===== config.mk =====
export PLATFORM = sky130hd
export DESIGN_NAME = uart_rx_with_fifo_flat
export DESIGN_NICKNAME = d
export VERILOG_FILES = /design/src/hdl/urx_pkg.sv /design/src/hdl/urx_in_if.sv /design/src/hdl/urx_out_if.sv /design/src/hdl/urx_frame.sv /design/src/hdl/uart_rx_with_fifo.sv /design/src/flat_wrapper.sv
export SDC_FILE = /design/constraint.sdc
export NUM_CORES = 1
export LEC_CHECK = 0
export ABC_AREA = 1
export BUFFER_PORTS_ARGS = -buffer_cell sky130_fd_sc_hd__buf_2
export CORE_UTILIZATION = 35
export CTS_CLUSTER_DIAMETER = 120
export DETAILED_ROUTE_END_ITERATION = 8
export RECOVER_POWER = 25
export SETUP_SLACK_MARGIN = 0.5
export SKIP_CTS_REPAIR_TIMING = 1
export SLEW_MARGIN = 20
export SYNTH_ARGS = -nofsm -noshare
export SYNTH_HDL_FRONTEND = slang
export SYNTH_SLANG_ARGS = --single-unit

===== constraint.sdc =====
create_clock -name clk -period 11.34 [get_ports clk]
set_clock_uncertainty 0.15 [all_clocks]
set_input_delay 1.134 -clock clk [delete_from_list [all_inputs] [get_ports clk]]
set_output_delay 1.134 -clock clk [all_outputs]
set_load 0.03 [all_outputs]

===== src/hdl/urx_pkg.sv =====
// Package with shared types and constants for the UART receiver with FIFO.
package urx_pkg;

  typedef enum logic [1:0] {
    PH_IDLE  = 2'd0,
    PH_START = 2'd1,
    PH_DATA  = 2'd2,
    PH_STOP  = 2'd3
  } rx_phase_t;

  localparam int unsigned CFG_IDX_W = 2;
  localparam int unsigned CFG_DATA_W = 16;

  localparam logic [CFG_IDX_W-1:0] CFG_TICKS_PER_BIT = 2'd0;
  localparam logic [CFG_IDX_W-1:0] CFG_RX_ENABLE = 2'd1;
  localparam logic [CFG_IDX_W-1:0] CFG_NEWLINE_EVENT_ENABLE = 2'd2;

  localparam logic [15:0] TICKS_PER_BIT_RST = 16'd104;
  localparam logic [7:0] NEWLINE_BYTE = 8'h0A;
  localparam int unsigned AVAIL_W = 6;

  typedef struct packed {
    logic       done;
    logic [7:0] data;
  } urx_frame_st_t;

endpackage


===== src/hdl/urx_in_if.sv =====
// Input channel interface: one receive tick per beat.
interface urx_in_if;
  logic valid;
  logic ready;
  logic rx_level;
  logic pop_req;
  logic take_overrun;

  modport source (output valid, output rx_level, output pop_req, output take_overrun,
                  input ready);
  modport sink (input valid, input rx_level, input pop_req, input take_overrun,
                output ready);
endinterface


===== src/hdl/urx_out_if.sv =====
// Result channel interface: one result per beat.
interface urx_out_if;
  logic       valid;
  logic       ready;
  logic [7:0] read_byte;
  logic       read_valid;
  logic [5:0] available;
  logic       overrun;
  logic       byte_done;
  logic       line_end;

  modport source (output valid, output read_byte, output read_valid, output available,
                  output overrun, output byte_done, output line_end, input ready);
  modport sink (input valid, input read_byte, input read_valid, input available,
                input overrun, input byte_done, input line_end, output ready);
endinterface


===== src/hdl/urx_frame.sv =====
// Frame sampler: start detection, bit timing and the data shift register.
module urx_frame (
  input  logic                   clk,
  input  logic                   rst_n,
  input  logic                   step,
  input  logic                   rx_level,
  input  logic [15:0]            ticks_per_bit,
  input  logic                   rx_enable,
  output urx_pkg::urx_frame_st_t st
);
  import urx_pkg::*;

  rx_phase_t   phase_r, phase_nxt;
  logic [15:0] cnt_r, cnt_nxt;
  logic [2:0]  bit_r, bit_nxt;
  logic [7:0]  shift_r, shift_nxt;
  logic        line_prev_r, line_prev_nxt;
  logic [15:0] cnt_inc;
  logic [15:0] half;
  logic        done;

  assign cnt_inc = cnt_r + 16'd1;
  assign half = {1'b0, ticks_per_bit[15:1]};

  always_ff @(posedge clk) begin
    if (!rst_n) begin
      phase_r <= PH_IDLE;
      cnt_r <= '0;
      bit_r <= '0;
      shift_r <= '0;
      line_prev_r <= 1'b1;
    end else begin
      phase_r <= phase_nxt;
      cnt_r <= cnt_nxt;
      bit_r <= bit_nxt;
      shift_r <= shift_nxt;
      line_prev_r <= line_prev_nxt;
    end
  end

  always_comb begin
    phase_nxt = phase_r;
    cnt_nxt = cnt_r;
    bit_nxt = bit_r;
    shift_nxt = shift_r;
    line_prev_nxt = line_prev_r;
    done = 1'b0;
    if (step) begin
      line_prev_nxt = rx_level;
      case (phase_r)
        PH_IDLE: begin
          if (rx_enable && line_prev_r && !rx_level) begin
            phase_nxt = PH_START;
            cnt_nxt = '0;
            bit_nxt = '0;
            shift_nxt = '0;
          end
        end
        PH_START: begin
          cnt_nxt = cnt_inc;
          if (cnt_inc >= half) begin
            phase_nxt = PH_DATA;
            cnt_nxt = '0;
          end
        end
        PH_DATA: begin
          cnt_nxt = cnt_inc;
          if (cnt_inc >= ticks_per_bit) begin
            cnt_nxt = '0;
            shift_nxt = {rx_level, shift_r[7:1]};
            if (bit_r == 3'd7) begin
              done = 1'b1;
              bit_nxt = '0;
              phase_nxt = PH_STOP;
            end else begin
              bit_nxt = bit_r + 3'd1;
            end
          end
        end
        PH_STOP: begin
          cnt_nxt = cnt_inc;
          if (cnt_inc >= half) begin
            phase_nxt = PH_IDLE;
            cnt_nxt = '0;
          end
        end
        default: begin
          phase_nxt = PH_IDLE;
        end
      endcase
    end
  end

  assign st.done = done;
  assign st.data = shift_nxt;

endmodule


===== src/hdl/uart_rx_with_fifo.sv =====
// Top level: 8N1 serial receiver with a receive FIFO held in a synchronous memory.
//
//  Channel  Direction  Handshake       Beat contents
//  in_ch    sink       valid/ready     rx_level, pop_req, take_overrun
//  out_ch   source     valid/ready     read_byte, read_valid, available, overrun,
//                                      byte_done, line_end
//  cfg_*    sink       cfg_we          cfg_index, cfg_data
//
// One input beat is taken every clock cycle unless in_ch is stalled; its result
// appears in the next cycle, when the FIFO memory's registered read data is ready.
// Pointers, overrun flag and frame state update at the accepting edge; the memory is
// written with a received byte and read at the read pointer on that same edge.
// A result waiting on out_ch stalls in_ch only while out_ch.ready is low.
// Reset is synchronous; the FIFO memory is not cleared and needs no clearing pass.
module uart_rx_with_fifo #(
  parameter int unsigned FIFO_DEPTH = 64
) (
  input  logic                            clk,
  input  logic                            rst_n,
  urx_in_if.sink                          in_ch,
  urx_out_if.source                       out_ch,
  input  logic                            cfg_we,
  input  logic [urx_pkg::CFG_IDX_W-1:0]   cfg_index,
  input  logic [urx_pkg::CFG_DATA_W-1:0]  cfg_data
);
  import urx_pkg::*;

  localparam int unsigned PTR_W = (FIFO_DEPTH > 2) ? $clog2(FIFO_DEPTH) : 1;
  localparam int unsigned CNT_W = PTR_W + 1;
  localparam logic [PTR_W-1:0] PTR_LAST = PTR_W'(FIFO_DEPTH - 1);
  localparam logic [CNT_W-1:0] DEPTH_C = CNT_W'(FIFO_DEPTH);

  logic [15:0] tpb_r;
  logic        rx_en_r;
  logic        nl_en_r;

  logic [7:0]       mem [FIFO_DEPTH];
  logic [7:0]       rd_data_r;
  logic [PTR_W-1:0] rp_r, rp_nxt;
  logic [PTR_W-1:0] wp_r, wp_nxt;
  logic             ovr_r, ovr_nxt;

  logic             out_valid_r;
  logic             rvalid_r;
  logic [AVAIL_W-1:0] avail_r;
  logic             ovr_out_r;
  logic             done_r;
  logic             lend_r;

  logic             fire;
  logic             pop_ok;
  logic             push;
  logic             lend;
  logic [PTR_W-1:0] wp_inc;
  logic [CNT_W-1:0] avail;
  urx_frame_st_t    fst;

  function automatic logic [PTR_W-1:0] ptr_next(input logic [PTR_W-1:0] p);
    ptr_next = (p == PTR_LAST) ? '0 : p + PTR_W'(1);
  endfunction

  assign in_ch.ready = !out_valid_r || out_ch.ready;
  assign fire = in_ch.valid && in_ch.ready;

  always_ff @(posedge clk) begin
    if (!rst_n) begin
      tpb_r <= TICKS_PER_BIT_RST;
      rx_en_r <= 1'b1;
      nl_en_r <= 1'b0;
    end else if (cfg_we) begin
      case (cfg_index)
        CFG_TICKS_PER_BIT: tpb_r <= cfg_data[15:0];
        CFG_RX_ENABLE: rx_en_r <= cfg_data[0];
        CFG_NEWLINE_EVENT_ENABLE: nl_en_r <= cfg_data[0];
        default: begin
        end
      endcase
    end
  end

  urx_frame u_frame (
    .clk           (clk),
    .rst_n         (rst_n),
    .step          (fire),
    .rx_level      (in_ch.rx_level),
    .ticks_per_bit (tpb_r),
    .rx_enable     (rx_en_r),
    .st            (fst)
  );

  always_comb begin
    pop_ok = in_ch.pop_req && (rp_r != wp_r);
    rp_nxt = pop_ok ? ptr_next(rp_r) : rp_r;
    wp_inc = ptr_next(wp_r);
    push = fst.done && (wp_inc != rp_nxt);
    wp_nxt = push ? wp_inc : wp_r;
    ovr_nxt = in_ch.take_overrun ? 1'b0 : ovr_r;
    if (fst.done && !push) begin
      ovr_nxt = 1'b1;
    end
    lend = fst.done && nl_en_r && (fst.data == NEWLINE_BYTE);
    if (wp_nxt >= rp_nxt) begin
      avail = CNT_W'(wp_nxt) - CNT_W'(rp_nxt);
    end else begin
      avail = CNT_W'(wp_nxt) + DEPTH_C - CNT_W'(rp_nxt);
    end
  end

  always_ff @(posedge clk) begin
    if (fire && push) begin
      mem[wp_r] <= fst.data;
    end
    if (fire) begin
      rd_data_r <= mem[rp_r];
    end
  end

  always_ff @(posedge clk) begin
    if (!rst_n) begin
      rp_r <= '0;
      wp_r <= '0;
      ovr_r <= 1'b0;
      out_valid_r <= 1'b0;
    end else begin
      if (fire) begin
        rp_r <= rp_nxt;
        wp_r <= wp_nxt;
        ovr_r <= ovr_nxt;
        out_valid_r <= 1'b1;
      end else if (out_ch.ready) begin
        out_valid_r <= 1'b0;
      end
    end
  end

  always_ff @(posedge clk) begin
    if (fire) begin
      rvalid_r <= pop_ok;
      avail_r <= AVAIL_W'(avail);
      ovr_out_r <= ovr_r;
      done_r <= fst.done;
      lend_r <= lend;
    end
  end

  assign out_ch.valid = out_valid_r;
  assign out_ch.read_byte = rvalid_r ? rd_data_r : 8'd0;
  assign out_ch.read_valid = rvalid_r;
  assign out_ch.available = avail_r;
  assign out_ch.overrun = ovr_out_r;
  assign out_ch.byte_done = done_r;
  assign out_ch.line_end = lend_r;

endmodule

===== src/flat_wrapper.sv =====
// flat-port wrapper written by rule: the top's interface ports become plain ports
module uart_rx_with_fifo_flat import urx_pkg::*;
#(
  parameter int unsigned FIFO_DEPTH = 64
)
  (clk, rst_n, cfg_we, cfg_index, cfg_data, in_ch_valid, in_ch_rx_level, in_ch_pop_req, in_ch_take_overrun, in_ch_ready, out_ch_valid, out_ch_read_byte, out_ch_read_valid, out_ch_available, out_ch_overrun, out_ch_byte_done, out_ch_line_end, out_ch_ready);
  urx_in_if in_ch_i ();
  urx_out_if out_ch_i ();
  input  logic clk;
  input  logic rst_n;
  input  logic cfg_we;
  input  logic [urx_pkg::CFG_IDX_W-1:0] cfg_index;
  input  logic [urx_pkg::CFG_DATA_W-1:0] cfg_data;
  input wire logic [$bits(in_ch_i.valid)-1:0] in_ch_valid;
  input wire logic [$bits(in_ch_i.rx_level)-1:0] in_ch_rx_level;
  input wire logic [$bits(in_ch_i.pop_req)-1:0] in_ch_pop_req;
  input wire logic [$bits(in_ch_i.take_overrun)-1:0] in_ch_take_overrun;
  output wire logic [$bits(in_ch_i.ready)-1:0] in_ch_ready;
  output wire logic [$bits(out_ch_i.valid)-1:0] out_ch_valid;
  output wire logic [$bits(out_ch_i.read_byte)-1:0] out_ch_read_byte;
  output wire logic [$bits(out_ch_i.read_valid)-1:0] out_ch_read_valid;
  output wire logic [$bits(out_ch_i.available)-1:0] out_ch_available;
  output wire logic [$bits(out_ch_i.overrun)-1:0] out_ch_overrun;
  output wire logic [$bits(out_ch_i.byte_done)-1:0] out_ch_byte_done;
  output wire logic [$bits(out_ch_i.line_end)-1:0] out_ch_line_end;
  input wire logic [$bits(out_ch_i.ready)-1:0] out_ch_ready;
  assign in_ch_i.valid = in_ch_valid;
  assign in_ch_i.rx_level = in_ch_rx_level;
  assign in_ch_i.pop_req = in_ch_pop_req;
  assign in_ch_i.take_overrun = in_ch_take_overrun;
  assign in_ch_ready = in_ch_i.ready;
  assign out_ch_valid = out_ch_i.valid;
  assign out_ch_read_byte = out_ch_i.read_byte;
  assign out_ch_read_valid = out_ch_i.read_valid;
  assign out_ch_available = out_ch_i.available;
  assign out_ch_overrun = out_ch_i.overrun;
  assign out_ch_byte_done = out_ch_i.byte_done;
  assign out_ch_line_end = out_ch_i.line_end;
  assign out_ch_i.ready = out_ch_ready;
  uart_rx_with_fifo #(.FIFO_DEPTH(FIFO_DEPTH)) u_core (.clk(clk), .rst_n(rst_n), .in_ch(in_ch_i), .out_ch(out_ch_i), .cfg_we(cfg_we), .cfg_index(cfg_index), .cfg_data(cfg_data));
endmodule

Word level (Yosys, flattened, before mapping). Memory sizes are Yosys's and may differ from the RTL's. A register that Yosys moved wholly into a read port is not among the register bits. Cells that the tools add are included.

Bits in registers: 72. Memory bits (writable): 512. Output and inout bits: 20. Logic and storage cells: 104. Memories kept: 1.

Add/sub/neg operators: 7. Magnitude comparators: 3. Eq/ne operators: 16. Multiplexer cells: 34. Reduce and logical (&&, ||, !) cells: 26.

Memories: u_core.mem (words 64, bits a word 8, rd ports 1, clocked after memory_dff 1, wr ports 1, RTL line uart_rx_with_fifo.sv:37) `logic [7:0] mem [FIFO_DEPTH];`.

Operators with widths (count): $mux W16 (3); $pmux W16 S3 (1); $mux W8 (4); $mux W6 (5); $add A6 B1 Y6 const B (3); $add A16 B1 Y16 const B (1); $ge A16 B15 Y1 (1); $ge A16 B16 Y1 (1); $pmux W8 S2 (1); $eq A6 B6 Y1 const B (2); $ne A6 B6 Y1 (2); $sub A6 B6 Y6 (2); $mux W1 (10); $mux W2 (5); $ne A2 B2 Y1 const B (5); $reduce_and A2 Y1 (5); $logic_and A1 B1 Y1 (9); $mux W3 (3); $eq A8 B4 Y1 const B (1); $pmux W2 S4 (1); $eq A2 B2 Y1 const B (3); $ge A6 B6 Y1 (1); $pmux W3 S2 (1); $reduce_and A6 Y1 (1); other kinds (9) (15).

Logic depth before layout (Yosys ltp). Gate-level depths: netlist of the first run.

Word-level depth: 10. Mapped depth: 36.

Hierarchy. From an unflattened synthesis of the first run, not the netlist that was laid out.

Cells, all modules: 2174. Area, all modules: 25258.0 sq um.

Modules (own cells, without submodules): uart_rx_with_fifo (instances 1, cells an instance 1786, area an instance 22641.7 sq um, sequential area each 16555.9 sq um); urx_frame (instances 1, cells an instance 388, area an instance 2616.3 sq um, sequential area each 600.6 sq um).

Least setup slack after synthesis of the first run. No wires, ideal clock.

Path kind: input-to-reg. Start point: input port out_ch_ready. End point: memory u_core.mem[0][6] (data pin). Library setup time: 722 ps. Data arrival time: 4497 ps. Setup slack: 5971 ps. Cell stages on the path: 7. Cell sequence: inv_1 > nand2_1 > nand2_1 > nor2_1 > inv_1 > nor2_1 > o21ai_0.

RTL lines: start, declared (RTL line flat_wrapper.sv:26) `input wire logic [$bits(out_ch_i.ready)-1:0] out_ch_ready;`; end, declared (RTL line uart_rx_with_fifo.sv:37).

Final worst setup path of the first run.
Start point: register u_core.rp_r[0]. End point: memory u_core.mem[59][1] (enable).

Cells in the longest elaborated chain, start to end: 8.

Ends and longest elaborated chain: start, declared (RTL line uart_rx_with_fifo.sv:39) `logic [PTR_W-1:0] rp_r, rp_nxt;`; start signal, assigned (RTL line uart_rx_with_fifo.sv:126) `rp_r <= rp_nxt;`; $ne A6 B6 Y1 (RTL line uart_rx_with_fifo.sv:92) `pop_ok = in_ch.pop_req && (rp_r != wp_r);`; $logic_and A1 B1 Y1 (RTL line uart_rx_with_fifo.sv:92); via u_core.pop_ok (RTL line uart_rx_with_fifo.sv:51) `logic pop_ok;`; $mux W6 (RTL line uart_rx_with_fifo.sv:93) `rp_nxt = pop_ok ? ptr_next(rp_r) : rp_r;`; $ne A6 B6 Y1 (RTL line uart_rx_with_fifo.sv:95) `push = fst.done && (wp_inc != rp_nxt);`; $logic_and A1 B1 Y1 (RTL line uart_rx_with_fifo.sv:95); $logic_and A1 B1 Y1 (RTL line uart_rx_with_fifo.sv:110) `if (fire && push) begin`; $mux W1 (RTL line uart_rx_with_fifo.sv:110); $mux W1 (implied by the code) (RTL line uart_rx_with_fifo.sv:111) `mem[wp_r] <= fst.data;`.

The timed path passes the listed nets, and every way through them passes these cells.

==> results of run 1 <==
==> metal layers <==
layer  global-route usage  up-vias
li1                     -     8080
met1                0.235     8382
met2                0.280      592
met3               0.0316      124
met4               0.0644        0
met5                    0        -
==> cells in the mapped netlist, drive strengths merged (2+ instances only) <==
library cell,n
edfxtp,530
nor2,437
o21ai,323
nand2,202
inv,133
clkbuf,119
nand3,88
o22ai,87
a21oi,67
dfxtp,62
o221ai,56
ha,46
o211ai,30
buf,14
nand4,14
xor2,11
nor3,9
clkinv,3
xnor2,3
nand3b,2
nor4,2
or2,2
==> flip-flops by register name, summed over array words and instances, names as in the netlist, 2 cells and up <==
register,flops
u_core.wp_r,6
u_core.u_frame.shift_r,8
u_core.u_frame.bit_r,3
u_core.tpb_r,16
u_core.rp_r,6
u_core.u_frame.cnt_r,16
u_core.mem,512
u_core.rd_data_r,8
u_core.out_ch.available,6
u_core.u_frame.phase_r,2
==> report_power, final <==
| part | leakage [nW] | total [mW] | switching, mW | internal (mW) |
|---|---|---|---|---|
| combinational | 3.39 | 0.437 | 0.314 | 0.124 |
| clock | 0.872 | 1.85 | 0.810 | 1.04 |
| sequential | 5.77 | 2.40 | 0.0238 | 2.37 |
| total | 10.0 | 4.68 | 1.15 | 3.54 |
==> cell type report <==
type,count,area [µm²],share of cell area
sequential,592,17200,0.611
multi-input combinational,1388,7060,0.251
clock buffer,81,1580,0.0563
tap,950,1190,0.0423
inverter,136,515,0.0184
timing repair buffer,66,349,0.0124
clock inverter,29,228,0.00811
==> worst reg2reg max path: cells and delay by family (launching register included) <==
| kind | cells | cell delay (ns) |
|---|---|---|
| flops | 1 | 2.25 |
| simple gates | 13 | 3.39 |
| buf+inv | 3 | 1.27 |
==> final timing paths <==
| check | end | slack (ns) | from | cells after the start |
|---|---|---|---|---|
| worst max register to register | u_core.mem[59][1] | 3.90 | u_core.rp_r[0] | 16 |
| worst min register to register | u_core.out_ch.overrun | 0.29 | u_core.ovr_r | 0 |
| worst min-delay path | u_core.out_ch.overrun | 0.29 | u_core.ovr_r | 0 |
| worst max-delay path | u_core.mem[59][1] | 3.90 | u_core.rp_r[0] | 16 |
==> kinds of logic after synthesis <==
| group | Yosys count | share of synthesized area |
|---|---|---|
| fa+ha+maj | 47 | 0.0236 |
| compound gates | 569 | 0.129 |
| flops | 592 | 0.680 |
| xor+xnor | 14 | 0.00486 |
| simple gates | 758 | 0.122 |
| buf+inv | 269 | 0.0408 |
==> impl_metrics.ini, run 1 <==
[outcome]
status = finished with violations
failed_checks = capacitance limit, slew limit

[setup_path]
crit_top_cell = nand2_1
cp_cell_sequence = inv_6, nand2_1, nand2_1, nor2_1, nand3_1, nand2_1, inv_1, nand2_1, nand3_1, nand2_1, nor2_1, nand2_1, nand2_1, inv_2, nand3_1, nor2_1
startpoint_type = register
critPathSlowestCell = dfxtp_1
crit_path_end_kind = register
critPathBufInv = 3
crit_family = simple AND/OR/NAND/NOR gates
setup_cp_type = register to register
crit_path_max_incr_delay_ns = 2.25
cp.required_ns = 11.43
crit_path_max_fanout = 117
crit_arrival_ns = 7.53

[route]
wl_per_cell_um = 19.8
detail-route-antenna-nets = 0
initialDrtViolationCount = 1717
first_pass_iters = 8
detailed_route_wire_length_on_metal_1_um = 28000
detailroute.wirelength.met2_um = 29900
drcViolationCount = 0
routed_via_count = 17200
met3_wirelength_um = 4340
highest-signal-layer = met4
via_per_inst = 5.30
wirelength_um = 64300

[layout]
final_layout_size_suffix_gt1_frac = 0.0606
layout.core_utilization = 0.393
mostFrequentLayoutCells = 530 x edfxtp_1, 436 x nor2_1, 322 x o21ai_0, 198 x nand2_1, 125 x inv_1
antennaDiodeCount = 0
fin_area_mm2 = 0.0281
fin_cells = 3242
nets = 2317
fill_cells = 6834
layout.cells.most_common = edfxtp_1
flow.area_growth_from_synthesis_pct = 11.3

[floorplanning]
row_count = 98
io_pins = 46
die_w_um = 270
initial_core_util = 0.354
core-area_mm2 = 0.0714
fp.dieArea_mm2 = 0.0732
die_height_um = 270

[sta]
fmax_ghz = 0.134
hold_ws_ns = 0.289
final_max_slew_viol_count = 364
layout_min_cycle_time_ns = 7.44
worst_slack_setup_final_ns = 3.90
tightestPinTransition_ns = 3.68
grt_setup_unrepaired = false
fin_crit_sh = 0.656
timing.final.setup_violations = 0
relSlewSlack = -1.45
number_of_hold_violations_in_the_final_report = 0
fin_setup_tns_ns = 0

[clock_tree]
cts_tree = done
cts_h_tree_depth = 2
clockRootBuffer = clkbuf_16
cts.clk_slew.worst_paths_ns = 0.06
maximum_clock_insertion_buffer_count = 3
clock_insertion_delay_worst_skew_ns = 0.63
cts_buffers = 60
clkSinkCount = 592

[power]
p_total_mw = 4.68
leakagePower_nw = 10.0
ir_drop_uv = 116
power_per_cell_area_mw_per_mm2 = 167

[yosys]
synth_seq_cells = 592
post_synth_main_area_contributors = edfxtp_1 63%, nor2_1 6.5%, o21ai_0 6.4%
synth_flop_cell = edfxtp_1
post-synth-top-area-cell = edfxtp_1
yosys_top_cell_area_share = 0.631
synth_enable_flop_cells = 530
postSynthNetCount = 2322
yosysWarningCount = 0
synthesis.instances = 2249
netlist_area_mm2 = 0.0252
seq_area_frac_synth = 0.680
ys_async_sr_fraction = 0
avgSynthCellArea_um2 = 11.2
ys_types = 39

[placement]
post-place-ws_ns = 5.58
placedInstanceArea_mm2 = 0.0263
io_buffers = 45
place_congestion = 0.883
place.detailed.instances = 3132
place_hpwl_um = 38000

[global_route]
largest_net_degree_at_the_start_of_global_routing = 185
global_route.usage.total = 0.174
grt_pass1_wl_um = 99500
grt-ovfl-total = 0
grt_antenna_before_repair = 0
first_global_vias = 16900

[min_path]
hp-class = register to register

[flow_run]
max_cap_viol_count = 5
Note: power is estimated with default switching activity, not from simulation.
==> run 2: changes to the inputs <==
- clock period: 11.34 -> 6.8 ns (I/O delays scaled with it)
==> run 2 against run 1 <==
Against the previous run:
- the run still ends with capacitance limit, slew limit left
- critical path depth is 7 higher
- sequential cell count unchanged
- first-iteration DRC count grew 8.1%
- routed wire length rose by 0.18%
- critical endpoint is now u_core.mem[43][2]
- largest cell class unchanged
- largest power group unchanged
==> impl_metrics.ini, run 2 (same netlist as run 1, synthesis figures left out) <==
[floorplanning]
row_count = 98
io_pins = 46
core-area_mm2 = 0.0714
die_w_um = 270
fp.dieArea_mm2 = 0.0732
die_height_um = 270
initial_core_util = 0.354

[route]
wirelength_um = 64500
wl_per_cell_um = 19.9
via_per_inst = 5.33
detail-route-antenna-nets = 0
drcViolationCount = 0
initialDrtViolationCount = 1856
first_pass_iters = 6
routed_via_count = 17300

[clock_tree]
clockRootBuffer = clkbuf_16
maximum_clock_insertion_buffer_count = 3
clock_insertion_delay_worst_skew_ns = 0.66
cts.clk_slew.worst_paths_ns = 0.06
clkSinkCount = 592
cts_buffers = 61
cts_h_tree_depth = 2
cts_tree = done

[sta]
final_max_slew_viol_count = 172
grt_setup_unrepaired = false
fin_setup_tns_ns = 0
relSlewSlack = -0.219
fin_crit_sh = 0.891
fmax_ghz = 0.165
layout_min_cycle_time_ns = 6.06
tightestPinTransition_ns = 1.83
number_of_hold_violations_in_the_final_report = 0
timing.final.setup_violations = 0

[global_route]
grt-ovfl-total = 0
largest_net_degree_at_the_start_of_global_routing = 117
global_route.usage.total = 0.173
first_global_vias = 16900
grt_antenna_before_repair = 0
grt_pass1_wl_um = 99000

[setup_path]
crit_path_end_kind = register
crit_path_max_fanout = 15
startpoint_type = register
cp.required_ns = 6.93
crit_arrival_ns = 6.19
setup_cp_type = register to register

[power]
ir_drop_uv = 216
power_frac_comb = 0.089
p_sw_mw = 1.98
sw_frac_of_total = 0.248
p_total_mw = 7.99
leakagePower_nw = 9.82
internal_power_mw = 6.01
power_per_cell_area_mw_per_mm2 = 283
seqPwrFrac = 0.502
clkPwrFrac = 0.410

[layout]
layout.core_utilization = 0.396
largest-register = u_core.mem
nets = 2320
flow.area_growth_from_synthesis_pct = 11.9
layout.cells.most_common = edfxtp_1
antennaDiodeCount = 0
final_layout_size_suffix_gt1_frac = 0.0671
mostFrequentLayoutCells = 530 x edfxtp_1, 436 x nor2_1, 322 x o21ai_0, 200 x nand2_1, 127 x inv_1
largest_reg_flops = 512
largest_registers = u_core.mem x512, u_core.tpb_r x16, u_core.u_frame.cnt_r x16

[min_path]
hp-class = primary input to register

[placement]
place_hpwl_um = 39300
place_congestion = 0.902
io_buffers = 45

[outcome]
status = finished with violations
failed_checks = capacitance limit, slew limit

[flow_run]
max_cap_viol_count = 4
## run 2: cell count changes in the layout (fill, tap and decap cells not counted), moves of 3 or more
cell,change
clkbuf_1,-9
clkbuf_2,+3
clkbuf_8,+4
clkinv_1,-6
clkinv_4,+3
## run 2: power by group through the flow
stage | Clock (mW) | Combinational, mW | Sequential, mW
floorplan | 0 | 0.487 | 4.06
global placement | 0 | 0.695 | 4.08
detailed placement | 0 | 0.705 | 4.08
CTS | 3.33 | 0.708 | 4.00
global route | 3.46 | 0.779 | 4.01
finish | 3.27 | 0.707 | 4.01
## run 2: layer usage
layer / GRT usage / vias up / wire, µm
li1: - / 8094 / -
met1: 0.231 / 8433 / 27800
met2: 0.283 / 671 / 30200
met3: 0.0367 / 108 / 4850
met4: 0.0540 / 0 / 1680
met5: 0 / - / 0
## run 2: path summary, 6_finish.rpt
kind	start	end	slack (ns)	cells after the start
setup / recovery	u_core.u_frame.cnt_r[0]	u_core.mem[43][2]	0.74	23
hold / removal	cfg_data[6]	u_core.tpb_r[6]	0.12	3
setup reg to reg	u_core.u_frame.cnt_r[0]	u_core.mem[43][2]	0.74	23
hold reg to reg	u_core.ovr_r	u_core.out_ch.overrun	0.29	0
## run 2: metrics by stage
| step | hold slack [ns] | setup slack (ns) | area [µm²] | instances |
|---|---|---|---|---|
| global route | 0.116 | 0.361 | 28200 | 3245 |
| detailed placement | 0.280 | 0.998 | 26300 | 3134 |
| finish | 0.118 | 0.740 | 28200 | 3245 |
| global placement | 0.266 | 1.27 | 26300 | 3134 |
| CTS | 0.0806 | 0.991 | 28300 | 3245 |
| floorplan | 0.259 | 1.89 | 25200 | 2249 |
## run 2: area by class of cell
type | instances | area, µm²
clock buffers | 79 | 1630
repair buffers | 68 | 352
inverters | 136 | 515
clock inverters | 32 | 328
well taps | 950 | 1190
multi-input cells | 1388 | 7050
fillers | 6827 | 43100
flip-flops and latches | 592 | 17200
## run 2: worst max-delay path, cell delays in order, from the launching register on
cell	delay, ns
dfxtp_1	0.38
inv_1	0.09
nor2_1	0.22
nand2_1	0.15
nor3_1	0.23
nand2_1	0.10
nor2_1	0.12
nand2_1	0.09
nor2_1	0.13
xnor2_1	0.17
inv_1	0.09
ha_1	0.30
nand2_1	0.07
nor3_1	0.32
nand3_1	0.18
nand3_1	0.15
nand2_1	0.14
inv_1	0.18
nand3_1	0.11
inv_1	0.16
nand2_1	0.34
inv_2	0.20
nand3_1	0.71
nor2_1	0.90
